$ cat src/hdl/ffba_pkg.sv
package ffba_pkg;

  localparam int MEM_SIZE_BYTES_DEF = 4096;
  localparam int TABLE_ENTRIES_DEF = 16;

  localparam logic [1:0] CMD_ALLOC = 2'd0;
  localparam logic [1:0] CMD_FREE = 2'd1;
  localparam logic [1:0] CMD_INIT = 2'd2;

  typedef struct packed {
    logic [1:0]  command;
    logic [7:0]  owner_id;
    logic [15:0] request_size;
  } in_req_t;

  typedef struct packed {
    logic       success;
    logic [3:0] block_index;
    logic [4:0] freed_count;
  } out_res_t;

  typedef enum logic [2:0] {
    ST_IDLE,
    ST_SCAN,
    ST_SPLIT,
    ST_MARK,
    ST_MERGE,
    ST_DONE
  } ctrl_state_t;

  // controller to datapath
  typedef struct packed {
    logic load;
    logic init;
    logic scan_step;
    logic split_step;
    logic commit;
    logic mark_step;
    logic merge_step;
    logic fail;
  } dp_cmd_t;

  // datapath to controller
  typedef struct packed {
    logic bad_size;
    logic scan_end;
    logic hit;
    logic exact;
    logic full;
    logic split_end;
    logic mark_end;
    logic any_freed;
    logic merge_end;
  } dp_status_t;

endpackage

$ cat src/hdl/ffba_datapath.sv
module ffba_datapath #(
  parameter int MEM_SIZE_BYTES = ffba_pkg::MEM_SIZE_BYTES_DEF,
  parameter int TABLE_ENTRIES  = ffba_pkg::TABLE_ENTRIES_DEF
) (
  input  logic                 clk,
  input  logic                 rst_n,
  input  ffba_pkg::in_req_t    in_req,
  input  ffba_pkg::dp_cmd_t    cmd,
  output ffba_pkg::dp_status_t status,
  output ffba_pkg::out_res_t   res
);

  localparam int IW = (TABLE_ENTRIES > 1) ? $clog2(TABLE_ENTRIES) : 1;
  localparam int CW = $clog2(TABLE_ENTRIES + 1);
  localparam int SW = $clog2(MEM_SIZE_BYTES + 1);

  logic [SW-1:0] start_r [TABLE_ENTRIES];
  logic [SW-1:0] size_r  [TABLE_ENTRIES];
  logic [7:0]    owner_r [TABLE_ENTRIES];
  logic [TABLE_ENTRIES-1:0] free_r;
  logic [CW-1:0] used_r;
  logic [CW-1:0] idx_r;
  logic [CW-1:0] j_r;
  logic [CW-1:0] freed_r;
  logic [7:0]    own_r;
  logic [15:0]   rsize_r;

  logic [IW-1:0] ii, ii1, jj, jm1, jj1;
  logic          cur_free, nxt_free;
  logic [SW-1:0] cur_size;

  assign ii  = idx_r[IW-1:0];
  assign ii1 = IW'(idx_r + CW'(1));
  assign jj  = j_r[IW-1:0];
  assign jm1 = IW'(j_r - CW'(1));
  assign jj1 = IW'(j_r + CW'(1));
  assign cur_free = free_r[ii];
  assign nxt_free = free_r[ii1];
  assign cur_size = size_r[ii];

  always_comb begin
    status.bad_size  = (rsize_r == 16'd0) || ({16'd0, rsize_r} > 32'(MEM_SIZE_BYTES));
    status.scan_end  = idx_r >= used_r;
    status.hit       = cur_free && ({{(32-SW){1'b0}}, cur_size} >= {16'd0, rsize_r});
    status.exact     = {{(32-SW){1'b0}}, cur_size} == {16'd0, rsize_r};
    status.full      = {{(32-CW){1'b0}}, used_r} >= 32'(TABLE_ENTRIES);
    status.split_end = j_r <= idx_r + CW'(1);
    status.mark_end  = idx_r >= used_r;
    status.any_freed = freed_r != '0;
    status.merge_end = idx_r + CW'(1) >= used_r;
  end

  always_ff @(posedge clk) begin
    if (!rst_n) begin
      free_r  <= TABLE_ENTRIES'(1);
      used_r  <= CW'(1);
      idx_r   <= '0;
      j_r     <= '0;
      freed_r <= '0;
      res     <= '0;
      start_r[0] <= '0;
      size_r[0]  <= SW'(MEM_SIZE_BYTES);
    end else begin
      if (cmd.load) begin
        idx_r   <= '0;
        j_r     <= used_r;
        freed_r <= '0;
        own_r   <= in_req.owner_id;
        rsize_r <= in_req.request_size;
        res     <= '0;
      end
      if (cmd.init) begin
        free_r     <= TABLE_ENTRIES'(1);
        used_r     <= CW'(1);
        start_r[0] <= '0;
        size_r[0]  <= SW'(MEM_SIZE_BYTES);
      end
      if (cmd.scan_step) idx_r <= idx_r + CW'(1);
      // open a slot after the hit by shifting the tail up one entry
      if (cmd.split_step) begin
        start_r[jj] <= start_r[jm1];
        size_r[jj]  <= size_r[jm1];
        owner_r[jj] <= owner_r[jm1];
        free_r[jj]  <= free_r[jm1];
        j_r         <= j_r - CW'(1);
      end
      if (cmd.commit) begin
        if (!status.exact) begin
          start_r[ii1] <= start_r[ii] + SW'(rsize_r);
          size_r[ii1]  <= cur_size - SW'(rsize_r);
          free_r[ii1]  <= 1'b1;
          used_r       <= used_r + CW'(1);
          size_r[ii]   <= SW'(rsize_r);
        end
        owner_r[ii]     <= own_r;
        free_r[ii]      <= 1'b0;
        res.success     <= 1'b1;
        res.block_index <= 4'(idx_r);
      end
      if (cmd.fail) res <= '0;
      if (cmd.mark_step) begin
        if (status.mark_end) begin
          idx_r <= '0;
          j_r   <= '0;
          res.freed_count <= 5'(freed_r);
        end else begin
          if (!cur_free && owner_r[ii] == own_r) begin
            free_r[ii] <= 1'b1;
            freed_r    <= freed_r + CW'(1);
          end
          idx_r <= idx_r + CW'(1);
        end
      end
      // merge a free pair into one block, then pull the tail down one entry at a time
      if (cmd.merge_step) begin
        if (j_r != '0) begin
          start_r[jj] <= start_r[jj1];
          size_r[jj]  <= size_r[jj1];
          owner_r[jj] <= owner_r[jj1];
          free_r[jj]  <= free_r[jj1];
          if (j_r + CW'(2) >= used_r) begin
            j_r    <= '0;
            used_r <= used_r - CW'(1);
          end else begin
            j_r <= j_r + CW'(1);
          end
        end else if (cur_free && nxt_free) begin
          size_r[ii] <= cur_size + size_r[ii1];
          if (idx_r + CW'(2) >= used_r) used_r <= used_r - CW'(1);
          else j_r <= idx_r + CW'(1);
        end else begin
          idx_r <= idx_r + CW'(1);
        end
      end
    end
  end

  ffba_split_bound_a: assert property (@(posedge clk) disable iff (!rst_n)
    cmd.commit && !status.exact |-> !status.full)
    else $error("split with full table");
  ffba_used_a: assert property (@(posedge clk) disable iff (!rst_n)
    used_r != '0 && {{(32-CW){1'b0}}, used_r} <= 32'(TABLE_ENTRIES))
    else $error("entry count out of range");
  ffba_fail_res_a: assert property (@(posedge clk) disable iff (!rst_n)
    cmd.fail |=> !res.success)
    else $error("failed alloc reports success");

endmodule

$ cat src/hdl/ffba_ctrl.sv
module ffba_ctrl (
  input  logic                 clk,
  input  logic                 rst_n,
  input  logic                 start,
  input  logic [1:0]           command,
  input  ffba_pkg::dp_status_t status,
  output ffba_pkg::dp_cmd_t    cmd,
  output logic                 busy,
  output logic                 done
);

  ffba_pkg::ctrl_state_t state_r, state_nxt;
  logic [1:0] cmd_r;
  logic accept;

  assign accept = start && !busy;

  always_ff @(posedge clk) begin
    if (!rst_n) begin
      state_r <= ffba_pkg::ST_IDLE;
      cmd_r   <= ffba_pkg::CMD_ALLOC;
    end else begin
      state_r <= state_nxt;
      if (accept) cmd_r <= command;
    end
  end

  always_comb begin
    state_nxt = state_r;
    unique case (state_r)
      ffba_pkg::ST_IDLE: begin
        if (accept) begin
          if (command == ffba_pkg::CMD_ALLOC) state_nxt = ffba_pkg::ST_SCAN;
          else if (command == ffba_pkg::CMD_FREE) state_nxt = ffba_pkg::ST_MARK;
          else state_nxt = ffba_pkg::ST_DONE;
        end
      end
      ffba_pkg::ST_SCAN: begin
        if (status.bad_size || status.scan_end) state_nxt = ffba_pkg::ST_DONE;
        else if (status.hit) begin
          if (status.exact) state_nxt = ffba_pkg::ST_DONE;
          else if (status.full) state_nxt = ffba_pkg::ST_DONE;
          else state_nxt = ffba_pkg::ST_SPLIT;
        end
      end
      ffba_pkg::ST_SPLIT: if (status.split_end) state_nxt = ffba_pkg::ST_DONE;
      ffba_pkg::ST_MARK: begin
        if (status.mark_end)
          state_nxt = status.any_freed ? ffba_pkg::ST_MERGE : ffba_pkg::ST_DONE;
      end
      ffba_pkg::ST_MERGE: if (status.merge_end) state_nxt = ffba_pkg::ST_DONE;
      ffba_pkg::ST_DONE: state_nxt = ffba_pkg::ST_IDLE;
      default: state_nxt = ffba_pkg::ST_IDLE;
    endcase
  end

  always_comb begin
    cmd  = '0;
    busy = state_r != ffba_pkg::ST_IDLE;
    done = state_r == ffba_pkg::ST_DONE;
    cmd.load = accept;
    cmd.init = accept && command == ffba_pkg::CMD_INIT;
    unique case (state_r)
      ffba_pkg::ST_SCAN: begin
        if (status.bad_size || status.scan_end) cmd.fail = 1'b1;
        else if (status.hit) begin
          if (status.exact) cmd.commit = 1'b1;
          else if (status.full) cmd.fail = 1'b1;
        end else cmd.scan_step = 1'b1;
      end
      ffba_pkg::ST_SPLIT: begin
        if (status.split_end) cmd.commit = 1'b1;
        else cmd.split_step = 1'b1;
      end
      ffba_pkg::ST_MARK:  cmd.mark_step = 1'b1;
      ffba_pkg::ST_MERGE: cmd.merge_step = !status.merge_end;
      default: ;
    endcase
  end

  ffba_done_a: assert property (@(posedge clk) disable iff (!rst_n)
    done |=> !busy)
    else $error("done not followed by idle");
  ffba_onecmd_a: assert property (@(posedge clk) disable iff (!rst_n)
    $countones({cmd.commit, cmd.fail, cmd.split_step, cmd.scan_step}) <= 1)
    else $error("conflicting alloc commands");
  ffba_merge_a: assert property (@(posedge clk) disable iff (!rst_n)
    cmd.merge_step |-> cmd_r == ffba_pkg::CMD_FREE)
    else $error("merge outside free");

endmodule

$ cat src/hdl/first_fit_block_allocator.sv
// alloc: scan for the first fit, shift the tail up and commit for a split, then strobe
// free: mark the owner's entries, then, if any were freed, merge pulls the tail down one entry a cycle
// init and unused commands: strobe in the cycle after accept, then the controller returns to idle
// one request at a time, busy high through the strobe; the receiver cannot stall the strobe
// reset: table holds one free block covering all memory, controller idle
module first_fit_block_allocator #(
  parameter int MEM_SIZE_BYTES = ffba_pkg::MEM_SIZE_BYTES_DEF,
  parameter int TABLE_ENTRIES  = ffba_pkg::TABLE_ENTRIES_DEF
) (
  input  logic               clk,
  input  logic               rst_n,
  input  logic               start,
  output logic               busy,
  input  ffba_pkg::in_req_t  in_req,
  output logic               out_strobe,
  output ffba_pkg::out_res_t out_res
);

  ffba_pkg::dp_cmd_t    cmd;
  ffba_pkg::dp_status_t status;

  ffba_ctrl u_ctrl (
    .clk     (clk),
    .rst_n   (rst_n),
    .start   (start),
    .command (in_req.command),
    .status  (status),
    .cmd     (cmd),
    .busy    (busy),
    .done    (out_strobe)
  );

  ffba_datapath #(
    .MEM_SIZE_BYTES (MEM_SIZE_BYTES),
    .TABLE_ENTRIES  (TABLE_ENTRIES)
  ) u_dp (
    .clk    (clk),
    .rst_n  (rst_n),
    .in_req (in_req),
    .cmd    (cmd),
    .status (status),
    .res    (out_res)
  );

endmodule

$ cat config.mk
export PLATFORM = sky130hd
export DESIGN_NAME = first_fit_block_allocator
export DESIGN_NICKNAME = d
export VERILOG_FILES = /design/src/hdl/ffba_pkg.sv /design/src/hdl/ffba_datapath.sv /design/src/hdl/ffba_ctrl.sv /design/src/hdl/first_fit_block_allocator.sv
export SDC_FILE = /design/constraint.sdc
export NUM_CORES = 1
export LEC_CHECK = 0
export BUFFER_PORTS_ARGS = -buffer_cell sky130_fd_sc_hd__buf_2
export CORE_ASPECT_RATIO = 1.25
export CORE_MARGIN = 1
export CORE_UTILIZATION = 45
export CTS_CLUSTER_DIAMETER = 30
export CTS_CLUSTER_SIZE = 40
export DETAILED_ROUTE_END_ITERATION = 10
export SETUP_SLACK_MARGIN = 0.3
export SYNTH_ARGS = -nofsm -noshare
export SYNTH_HDL_FRONTEND = slang
export SYNTH_SLANG_ARGS = --single-unit
$ cat constraint.sdc
create_clock -name clk -period 17.9 [get_ports clk]
set_input_delay 5.37 -clock clk [delete_from_list [all_inputs] [get_ports clk]]
set_output_delay 5.37 -clock clk [all_outputs]
set_load 0.03 [all_outputs]
==> load_flow_metrics.sql, run 1 <==
INSERT INTO impl_metrics (metric_group, metric, value, unit) VALUES
('status', 'run_status', 'complete, but fails checks', ''),
('status', 'failed_checks', 'DRC', ''),
('route', 'routed_wl', '108000', 'um'),
('global_routing', 'antenna_found_initial', '4', ''),
('timing', 'timing.setup.tns', '0', 'ns'),
('route', 'drt_drc_violations_left', '10', ''),
('finish', 'post_route_cells_drive_above_1_share', '31.4', '%'),
('global_routing', 'grt_total_ovfl', '0', ''),
('route', 'postRouteAntennaNets', '0', ''),
('route', 'vias', '23400', ''),
('synthesis', 'post_synth_num_cell_types', '101', ''),
('timing', 'finalHoldWorstSlack', '0.472', 'ns'),
('cts', 'clock_tree_from_tritoncts', 'yes', ''),
('critical_path', 'critPathSlowestCell', 'sky130_fd_sc_hd__o21ai_2', ''),
('cts', 'post_cts_resize_count', '0', ''),
('synthesis', 'proportion_of_synthesized_chip_area_in_sequential_cells', '39.1', '%'),
('timing', 'finalCritPeriodShare', '47.9', '%'),
('global_routing', 'grt_max_degree', '100', ''),
('global_routing', 'track_usage', '32.0', '%'),
('place', 'dp.final_hpwl', '72200', 'um'),
('cts', 'clkSinkCount', '409', ''),
('timing', 'rsz0062_at_grt', 'false', ''),
('timing', 'final.setup_skew', '0.0368', 'ns'),
('critical_path', 'crit_path_end_kind', 'flip-flop', ''),
('pwr', 'post-layout-total-power', '0.00354', 'W'),
('cts', 'cts_buffer_depth', '3', ''),
('critical_path', 'worst-r2r-cell-count', '18', ''),
('critical_path', 'crit_arrival', '8.83', 'ns'),
('pwr', 'ir_worst_vdd', '0.0754', 'mV'),
('critical_path', 'cp_num_cells', '9', ''),
('finish', 'fin_nets', '2465', ''),
('timing', 'post-route-min-period', '8.58', 'ns'),
('place', 'finalWeightedCongestion', '0.987', ''),
('finish', 'nFillCells', '5450', ''),
('timing', 'report.final.slew_viol_count', '0', ''),
('cts', 'post_cts_buffers', '0', ''),
('critical_path', 'timing.critical_path.from_type', 'primary input', ''),
('global_routing', 'grt_first_pass_wirelength', '157000', 'um'),
('critical_path', 'path_buf_inv', '4', ''),
('critical_path', 'startpoint', 'rst_n', ''),
('route', 'post_drt_via_cell_ratio', '7.07', ''),
('critical_path', 'worst_path_largest_cell_delay', '0.91', 'ns'),
('route', 'drt_pass1_iterations', '11', ''),
('synthesis', 'synthArstFlopShare', '0', '%'),
('floorplanning', 'floorplan.die_area', '0.0680', 'mm^2'),
('synthesis', 'postSynthNetCount', '2471', ''),
('critical_path', 'endpoint', 'u_dp.size_r[6][5]', ''),
('cts', 'clkSlewWorstSetupHoldPaths', '0.04', 'ns'),
('floorplanning', 'core', '0.0660', 'mm^2'),
('timing', 'post-route-worst-setup-slack', '9.32', 'ns'),
('timing', 'hold_violations', '0', ''),
('critical_path', 'ff2ff_setup_slack', '10.24', 'ns'),
('critical_path', 'worstReg2RegEnd', 'u_dp.size_r[9][11]', ''),
('floorplanning', 'die-width', '233', 'um'),
('synthesis', 'post_synth_inst_count', '2378', ''),
('cts', 'cts-buffers-inserted', '90', ''),
('synthesis', 'synthesis.area', '0.0301', 'mm^2'),
('critical_path', 'critPathTopFamily', 'buffers and inverters', ''),
('critical_path', 'timing.setup.critical_path_class', 'in2reg', ''),
('pwr', 'power.leakage', '11.6', 'nW'),
('route', 'wl_per_cell', '32.6', 'um'),
('flow_run', 'cap_violations', '0', ''),
('global_routing', 'via_count_of_the_first_global_routing_pass', '23100', ''),
('synthesis', 'synthesis.yosys.warnings', '0', ''),
('pwr', 'power.density', '103', 'mW/mm^2'),
('floorplanning', 'die_height', '291', 'um'),
('timing', 'timing_worst_slew_pin_value', '1.24', 'ns'),
('finish', 'layout.core_utilization', '52.1', '%'),
('place', 'pre_cts_slack', '8.78', 'ns'),
('synthesis', 'synth-edff-count', '360', ''),
('floorplanning', 'start_util', '45.7', '%');
## how the worst min path moves through the flow
stage                     from     endpoint  slack, ns  cells after the start
3_5_place_dp       u_dp.res[2]  u_dp.res[2]       0.46                      1
5_1_grt            u_dp.res[2]  u_dp.res[2]       0.51                      1
2_1_floorplan  u_dp.freed_r[4]  u_dp.res[4]       0.48                      1
6_report           u_dp.res[2]  u_dp.res[2]       0.47                      1
4_1_cts            u_dp.res[2]  u_dp.res[2]       0.47                      1
3_3_place_gp       u_dp.res[2]  u_dp.res[2]       0.46                      1
## stage by stage
step / instance area, um^2 / instances
after floorplan: 30100 / 2378
after global placement: 31200 / 3136
after detailed placement: 31200 / 3136
after CTS: 34300 / 3305
after global routing: 34300 / 3305
final: 34300 / 3308
## cells by family after synthesis
logic type	Yosys count	synth area share (%)
multiplexers	486	31.7
AND/OR/NAND/NOR	632	10.1
flip-flops	409	39.1
AO/OA/AOI/OAI	488	10.8
buffers and inverters	254	4.17
XOR/XNOR	43	1.30
adder cells (fa/ha/maj)	66	2.77
## layout by cell type, fill, tap and decap left out, types with 40 or more instances in the layout
master,instances
sky130_fd_sc_hd__nand2_1,206
sky130_fd_sc_hd__inv_1,42
sky130_fd_sc_hd__o21ai_0,57
sky130_fd_sc_hd__ha_1,60
sky130_fd_sc_hd__clkbuf_16,93
sky130_fd_sc_hd__buf_4,68
sky130_fd_sc_hd__mux4_2,361
sky130_fd_sc_hd__buf_2,40
sky130_fd_sc_hd__nand3_1,40
sky130_fd_sc_hd__mux2i_1,110
sky130_fd_sc_hd__edfxtp_1,360
sky130_fd_sc_hd__dfxtp_1,44
sky130_fd_sc_hd__nor2_1,201
sky130_fd_sc_hd__a21oi_1,153
## synthesized netlist by cell type (14+ instances only)
| master | instances | area, um^2 |
|---|---|---|
| sky130_fd_sc_hd__buf_1 | 22 | 82.6 |
| sky130_fd_sc_hd__nand3_1 | 40 | 200 |
| sky130_fd_sc_hd__o21ai_0 | 74 | 370 |
| sky130_fd_sc_hd__and3_1 | 36 | 225 |
| sky130_fd_sc_hd__mux2i_1 | 110 | 1100 |
| sky130_fd_sc_hd__nor3_1 | 35 | 175 |
| sky130_fd_sc_hd__clkbuf_1 | 74 | 278 |
| sky130_fd_sc_hd__o311ai_0 | 16 | 140 |
| sky130_fd_sc_hd__xor2_1 | 18 | 158 |
| sky130_fd_sc_hd__ha_1 | 62 | 776 |
| sky130_fd_sc_hd__mux4_2 | 361 | 8130 |
| sky130_fd_sc_hd__a21oi_1 | 153 | 766 |
| sky130_fd_sc_hd__edfxtp_1 | 360 | 10800 |
| sky130_fd_sc_hd__xnor2_1 | 23 | 201 |
| sky130_fd_sc_hd__o22ai_1 | 38 | 238 |
| sky130_fd_sc_hd__and2_1 | 17 | 106 |
| sky130_fd_sc_hd__a31oi_1 | 35 | 219 |
| sky130_fd_sc_hd__buf_6 | 15 | 169 |
| sky130_fd_sc_hd__a22oi_1 | 14 | 105 |
| sky130_fd_sc_hd__buf_2 | 80 | 400 |
| sky130_fd_sc_hd__nand2_1 | 206 | 773 |
| sky130_fd_sc_hd__nor2_1 | 202 | 758 |
| sky130_fd_sc_hd__dfxtp_1 | 49 | 981 |
| sky130_fd_sc_hd__inv_1 | 44 | 165 |
| sky130_fd_sc_hd__a21oi_2 | 32 | 280 |
## metal layers
metal	wire length [um]	vias up	global-route usage [%]
li1	-	9601	-
met1	37500	11700	38.7
met2	50600	1644	49.8
met3	11500	378	8.09
met4	8370	2	22.2
met5	13	-	0
## worst register-to-register path, cell delays in order (launching register included)
cell and delay, ns:
sky130_fd_sc_hd__dfxtp_4 0.86, sky130_fd_sc_hd__inv_2 0.57, sky130_fd_sc_hd__ha_4 0.63, sky130_fd_sc_hd__buf_4 0.57
sky130_fd_sc_hd__buf_4 0.78, sky130_fd_sc_hd__mux4_2 0.64, sky130_fd_sc_hd__nand2_1 0.08, sky130_fd_sc_hd__and3_1 0.17
sky130_fd_sc_hd__a31oi_1 0.07, sky130_fd_sc_hd__ha_1 0.28, sky130_fd_sc_hd__a21o_1 0.18, sky130_fd_sc_hd__a21o_1 0.21
sky130_fd_sc_hd__a2111o_1 0.42, sky130_fd_sc_hd__o311a_1 0.16, sky130_fd_sc_hd__and4_1 0.22, sky130_fd_sc_hd__a2111oi_2 0.40
sky130_fd_sc_hd__a21oi_1 0.19, sky130_fd_sc_hd__xnor2_2 0.59, sky130_fd_sc_hd__o311ai_0 0.34
## flip-flops by register name, indices dropped and copies added, names as in the netlist
name	count
u_ctrl.state_r	3
u_dp.free_r	16
u_dp.freed_r	5
u_dp.idx_r	5
u_dp.j_r	5
u_dp.own_r	8
u_dp.owner_r	128
u_dp.res	10
u_dp.rsize_r	16
u_dp.size_r	208
u_dp.used_r	5
## layout make-up
class / instances / area [um^2] / area share, %
clock buffer: 100 / 2360 / 6.88
multi-input combinational: 1715 / 17400 / 50.6
sequential: 409 / 11800 / 34.4
inverter: 47 / 181 / 0.528
antenna: 3 / 7.51 / 0.0219
clock inverter: 69 / 805 / 2.34
timing repair buffer: 109 / 731 / 2.13
tap: 856 / 1070 / 3.12
## power breakdown
part	switching (W)	internal, W	leakage (nW)
logic	0.000418	0.000303	6.58
clock network	0.000597	0.00111	1.51
registers	0.0000200	0.00109	3.56
total	0.00103	0.00250	11.6
Note: power is estimated with default switching activity, not from simulation.
==> run 2: changes to the inputs <==
==> constraint.sdc (replaced) <==
create_clock -name clk -period 7.6 [get_ports clk]
set_input_delay 2.28 -clock clk [delete_from_list [all_inputs] [get_ports clk]]
set_output_delay 2.28 -clock clk [all_outputs]
set_load 0.03 [all_outputs]
==> run 2 against run 1 <==
The flow still finishes with violations (DRC). First-iteration DRC count decreased by 11%. Die area unchanged. Clock skew decreased by 0.0054 ns. Worst hold slack better by 0.014 ns. Clock power increased by 130%. Register-to-register slack worse by 9.1 ns. Total power grew 130%. Worst setup slack got worse by 8.2 ns. Sequential share of layout area decreased by 0.066 points.
==> load_flow_metrics.sql, run 2 (same netlist as run 1, synthesis figures left out) <==
INSERT INTO impl_metrics (metric_group, metric, value, unit) VALUES
('floorplanning', 'start_util', '45.7', '%'),
('finish', 'post_layout_nonfiller_instances', '3330', ''),
('place', 'place_area', '0.0313', 'mm^2'),
('cts', 'cts-buffers-inserted', '93', ''),
('cts', 'cts.htree.levels', '3', ''),
('timing', 'post-route-min-period', '6.49', 'ns'),
('cts', 'latest_clock_arrival_within_the_worst_skew_pair', '0.65', 'ns'),
('critical_path', 'critPathTopFamily', 'compound AO/OA/AOI/OAI gates', ''),
('timing', 'final.setup_skew', '0.0314', 'ns'),
('route', 'count_of_routing_violations_after_the_opening_detailed_route_iteration', '2751', ''),
('status', 'failed_checks', 'DRC', ''),
('route', 'drt_pass1_iterations', '9', ''),
('global_routing', 'grt_first_pass_wirelength', '158000', 'um'),
('critical_path', 'crit_chain', 'inv_1, ha_4, mux4_2, nand2_1, nand2_1, o21ai_0, inv_1, ha_1, a21o_1, a21o_1, a2111o_1, o311a_1, and4_1, a2111oi_2, a21oi_1, xnor2_2, o311ai_0', ''),
('route', 'postRouteAntennaNets', '0', ''),
('floorplanning', 'floorplan.die_area', '0.0680', 'mm^2'),
('critical_path', 'critPathSlowestCell', 'sky130_fd_sc_hd__dfxtp_4', ''),
('critical_path', 'timing.critical_path.from_type', 'flip-flop', ''),
('timing', 'hold_violations', '0', ''),
('timing', 'timing.final.setup_violations', '0', ''),
('cts', 'clock_tree_from_tritoncts', 'yes', ''),
('floorplanning', 'die_height', '291', 'um'),
('place', 'post-place-cells', '3156', ''),
('pwr', 'power_switching', '0.00236', 'W'),
('status', 'run_status', 'complete, but fails checks', ''),
('critical_path', 'path_buf_inv', '2', ''),
('critical_path', 'crit_path_end_kind', 'flip-flop', ''),
('finish', 'num_antenna_cells', '0', ''),
('finish', 'fin_nets', '2488', ''),
('pwr', 'power.density', '238', 'mW/mm^2'),
('global_routing', 'antenna_found_initial', '2', ''),
('floorplanning', 'boundaryPins', '41', ''),
('hold_path', 'class_of_the_tightest_hold_or_removal_check', 'reg2reg', ''),
('timing', 'report.final.slew_viol_count', '0', ''),
('timing', 'timing_worst_slew_pin_value', '1.24', 'ns'),
('finish', 'post_route_cells_drive_above_1_share', '31.5', '%'),
('route', 'met1_length', '38600', 'um'),
('pwr', 'power.leakage', '11.7', 'nW'),
('flow_run', 'cap_violations', '0', ''),
('global_routing', 'grt_max_degree', '61', ''),
('floorplanning', 'die-width', '233', 'um'),
('cts', 'post_cts_resize_count', '0', ''),
('route', 'route.met3.wl', '10800', 'um'),
('place', 'finalWeightedCongestion', '1.01', ''),
('pwr', 'ir_worst_vdd', '0.158', 'mV'),
('global_routing', 'track_usage', '32.2', '%'),
('critical_path', 'path_max_fanout', '56', ''),
('cts', 'cts_buffer_depth', '3', ''),
('timing', 'post-route-worst-setup-slack', '1.11', 'ns'),
('finish', 'most-common-layout-cells', '361 x sky130_fd_sc_hd__mux4_2, 360 x sky130_fd_sc_hd__edfxtp_1, 206 x sky130_fd_sc_hd__nand2_1', ''),
('finish', 'largest_register_ff_count', '208', ''),
('route', 'routed_wl', '109000', 'um'),
('floorplanning', 'std_cell_rows', '105', ''),
('cts', 'root_buffer', 'sky130_fd_sc_hd__clkbuf_16', ''),
('timing', 'max_freq', '0.154', 'GHz'),
('finish', 'nFillCells', '5565', ''),
('finish', 'most_common_library_cell_in_the_layout_ignoring_fill_and_taps', 'sky130_fd_sc_hd__mux4_2', ''),
('critical_path', 'worst_path_largest_cell_delay', '0.95', 'ns'),
('finish', 'syn_to_final_growth', '14.1', '%'),
('pwr', 'pwr-share-comb', '19.7', '%'),
('floorplanning', 'core', '0.0660', 'mm^2'),
('critical_path', 'crit_required', '7.92', 'ns'),
('finish', 'final_cell_area', '0.0344', 'mm^2'),
('cts', 'hold_buffers', '0', ''),
('timing', 'finalCritPeriodShare', '85.4', '%'),
('finish', 'registers.top_by_ff_count', 'u_dp.size_r', ''),
('pwr', 'sw_frac_of_total', '28.8', '%'),
('place', 'io_buffer_count', '40', ''),
('cts', 'clkSinkCount', '409', ''),
('critical_path', 'timing.setup.critical_path_class', 'reg2reg', ''),
('timing', 'worst_slew_margin_rel', '16.9', '%'),
('route', 'drt_drc_violations_left', '4', ''),
('finish', 'layout_top_registers', 'u_dp.size_r (208), u_dp.owner_r (128)', ''),
('route', 'vias', '23700', ''),
('pwr', 'clock_network_fraction_of_design_power', '48.1', '%'),
('pwr', 'seq_power_share', '32.1', '%'),
('route', 'top_layer', 'met4', ''),
('route', 'wl_per_cell', '32.6', 'um'),
('route', 'route.met2.wl', '51500', 'um'),
('cts', 'post_cts_buffers', '0', ''),
('global_routing', 'grt_total_ovfl', '0', ''),
('timing', 'rsz0062_at_grt', 'false', ''),
('global_routing', 'via_count_of_the_first_global_routing_pass', '23500', ''),
('cts', 'clkSlewWorstSetupHoldPaths', '0.05', 'ns'),
('timing', 'timing.setup.tns', '0', 'ns'),
('pwr', 'p_int', '0.00582', 'W'),
('critical_path', 'crit_arrival', '6.82', 'ns'),
('route', 'post_drt_via_cell_ratio', '7.13', ''),
('place', 'pre_cts_slack', '1.16', 'ns'),
('place', 'dp.final_hpwl', '72600', 'um');
[run 2: changes by cell type in the layout (fill, tap and decap cells not counted), sizes merged, moves of 3 or more]
cell	before	now
inv	59	63
clkinvlp	14	9
buf	109	129
bufinv	10	6
diode	3	0
clkbuf	100	108
[run 2: stage by stage]
| stage | total power, W | util, % | hold slack, ns |
|---|---|---|---|
| 5_1_grt | 0.00841 | 52.2 | 0.506 |
| 3_3_place_gp | 0.00423 | 47.5 | 0.464 |
| 4_1_cts | 0.00819 | 52.2 | 0.489 |
| 2_1_floorplan | 0.00383 | - | 0.479 |
| 3_5_place_dp | 0.00426 | 47.5 | 0.473 |
| 6_report | 0.00817 | 52.2 | 0.486 |
[run 2: final timing paths]
kind | from | endpoint | slack [ns] | cells after the start
setup / recovery | u_dp.idx_r[1] | u_dp.size_r[3][11] | 1.11 | 17
hold / removal | u_dp.res[0] | u_dp.res[0] | 0.49 | 1
setup reg to reg | u_dp.idx_r[1] | u_dp.size_r[3][11] | 1.11 | 17
hold reg to reg | u_dp.res[0] | u_dp.res[0] | 0.49 | 1
[run 2: worst register-to-register path, delay by kind of cell (launching register included)]
kind / cells / cell delay, ns
DFF: 1 / 0.95
AOI/OAI and AO/OA: 8 / 2.25
adders and majority gates: 2 / 1.08
and+or+nand+nor: 3 / 0.36
buffers and inverters: 2 / 0.31
muxes: 1 / 0.62
xor gates and xnor gates: 1 / 0.61
[run 2: layer usage]
| layer | vias up | global-route usage, % |
|---|---|---|
| met5 | - | 0 |
| met3 | 437 | 7.35 |
| li1 | 9626 | - |
| met2 | 1623 | 51.3 |
| met1 | 12100 | 39.4 |
| met4 | 0 | 20.0 |
[run 2: power by group through the flow]
stage	Sequential (W)	Clock (W)	Combinational, W
after detailed placement	0.00266	0	0.00160
final	0.00262	0.00394	0.00161
after global routing	0.00263	0.00406	0.00172
after global placement	0.00266	0	0.00157
after floorplan	0.00262	0	0.00121
after CTS	0.00262	0.00396	0.00160
[run 2: area by class of cell]
cell class | count | area [um^2] | area share (%)
Inverter | 47 | 181 | 0.527
Timing Repair Buffer | 129 | 906 | 2.63
Clock inverter | 66 | 648 | 1.88
Tap cell | 856 | 1070 | 3.11
Sequential cell | 409 | 11800 | 34.3
Multi-Input combinational cell | 1715 | 17300 | 50.4
Clock buffer | 108 | 2460 | 7.14
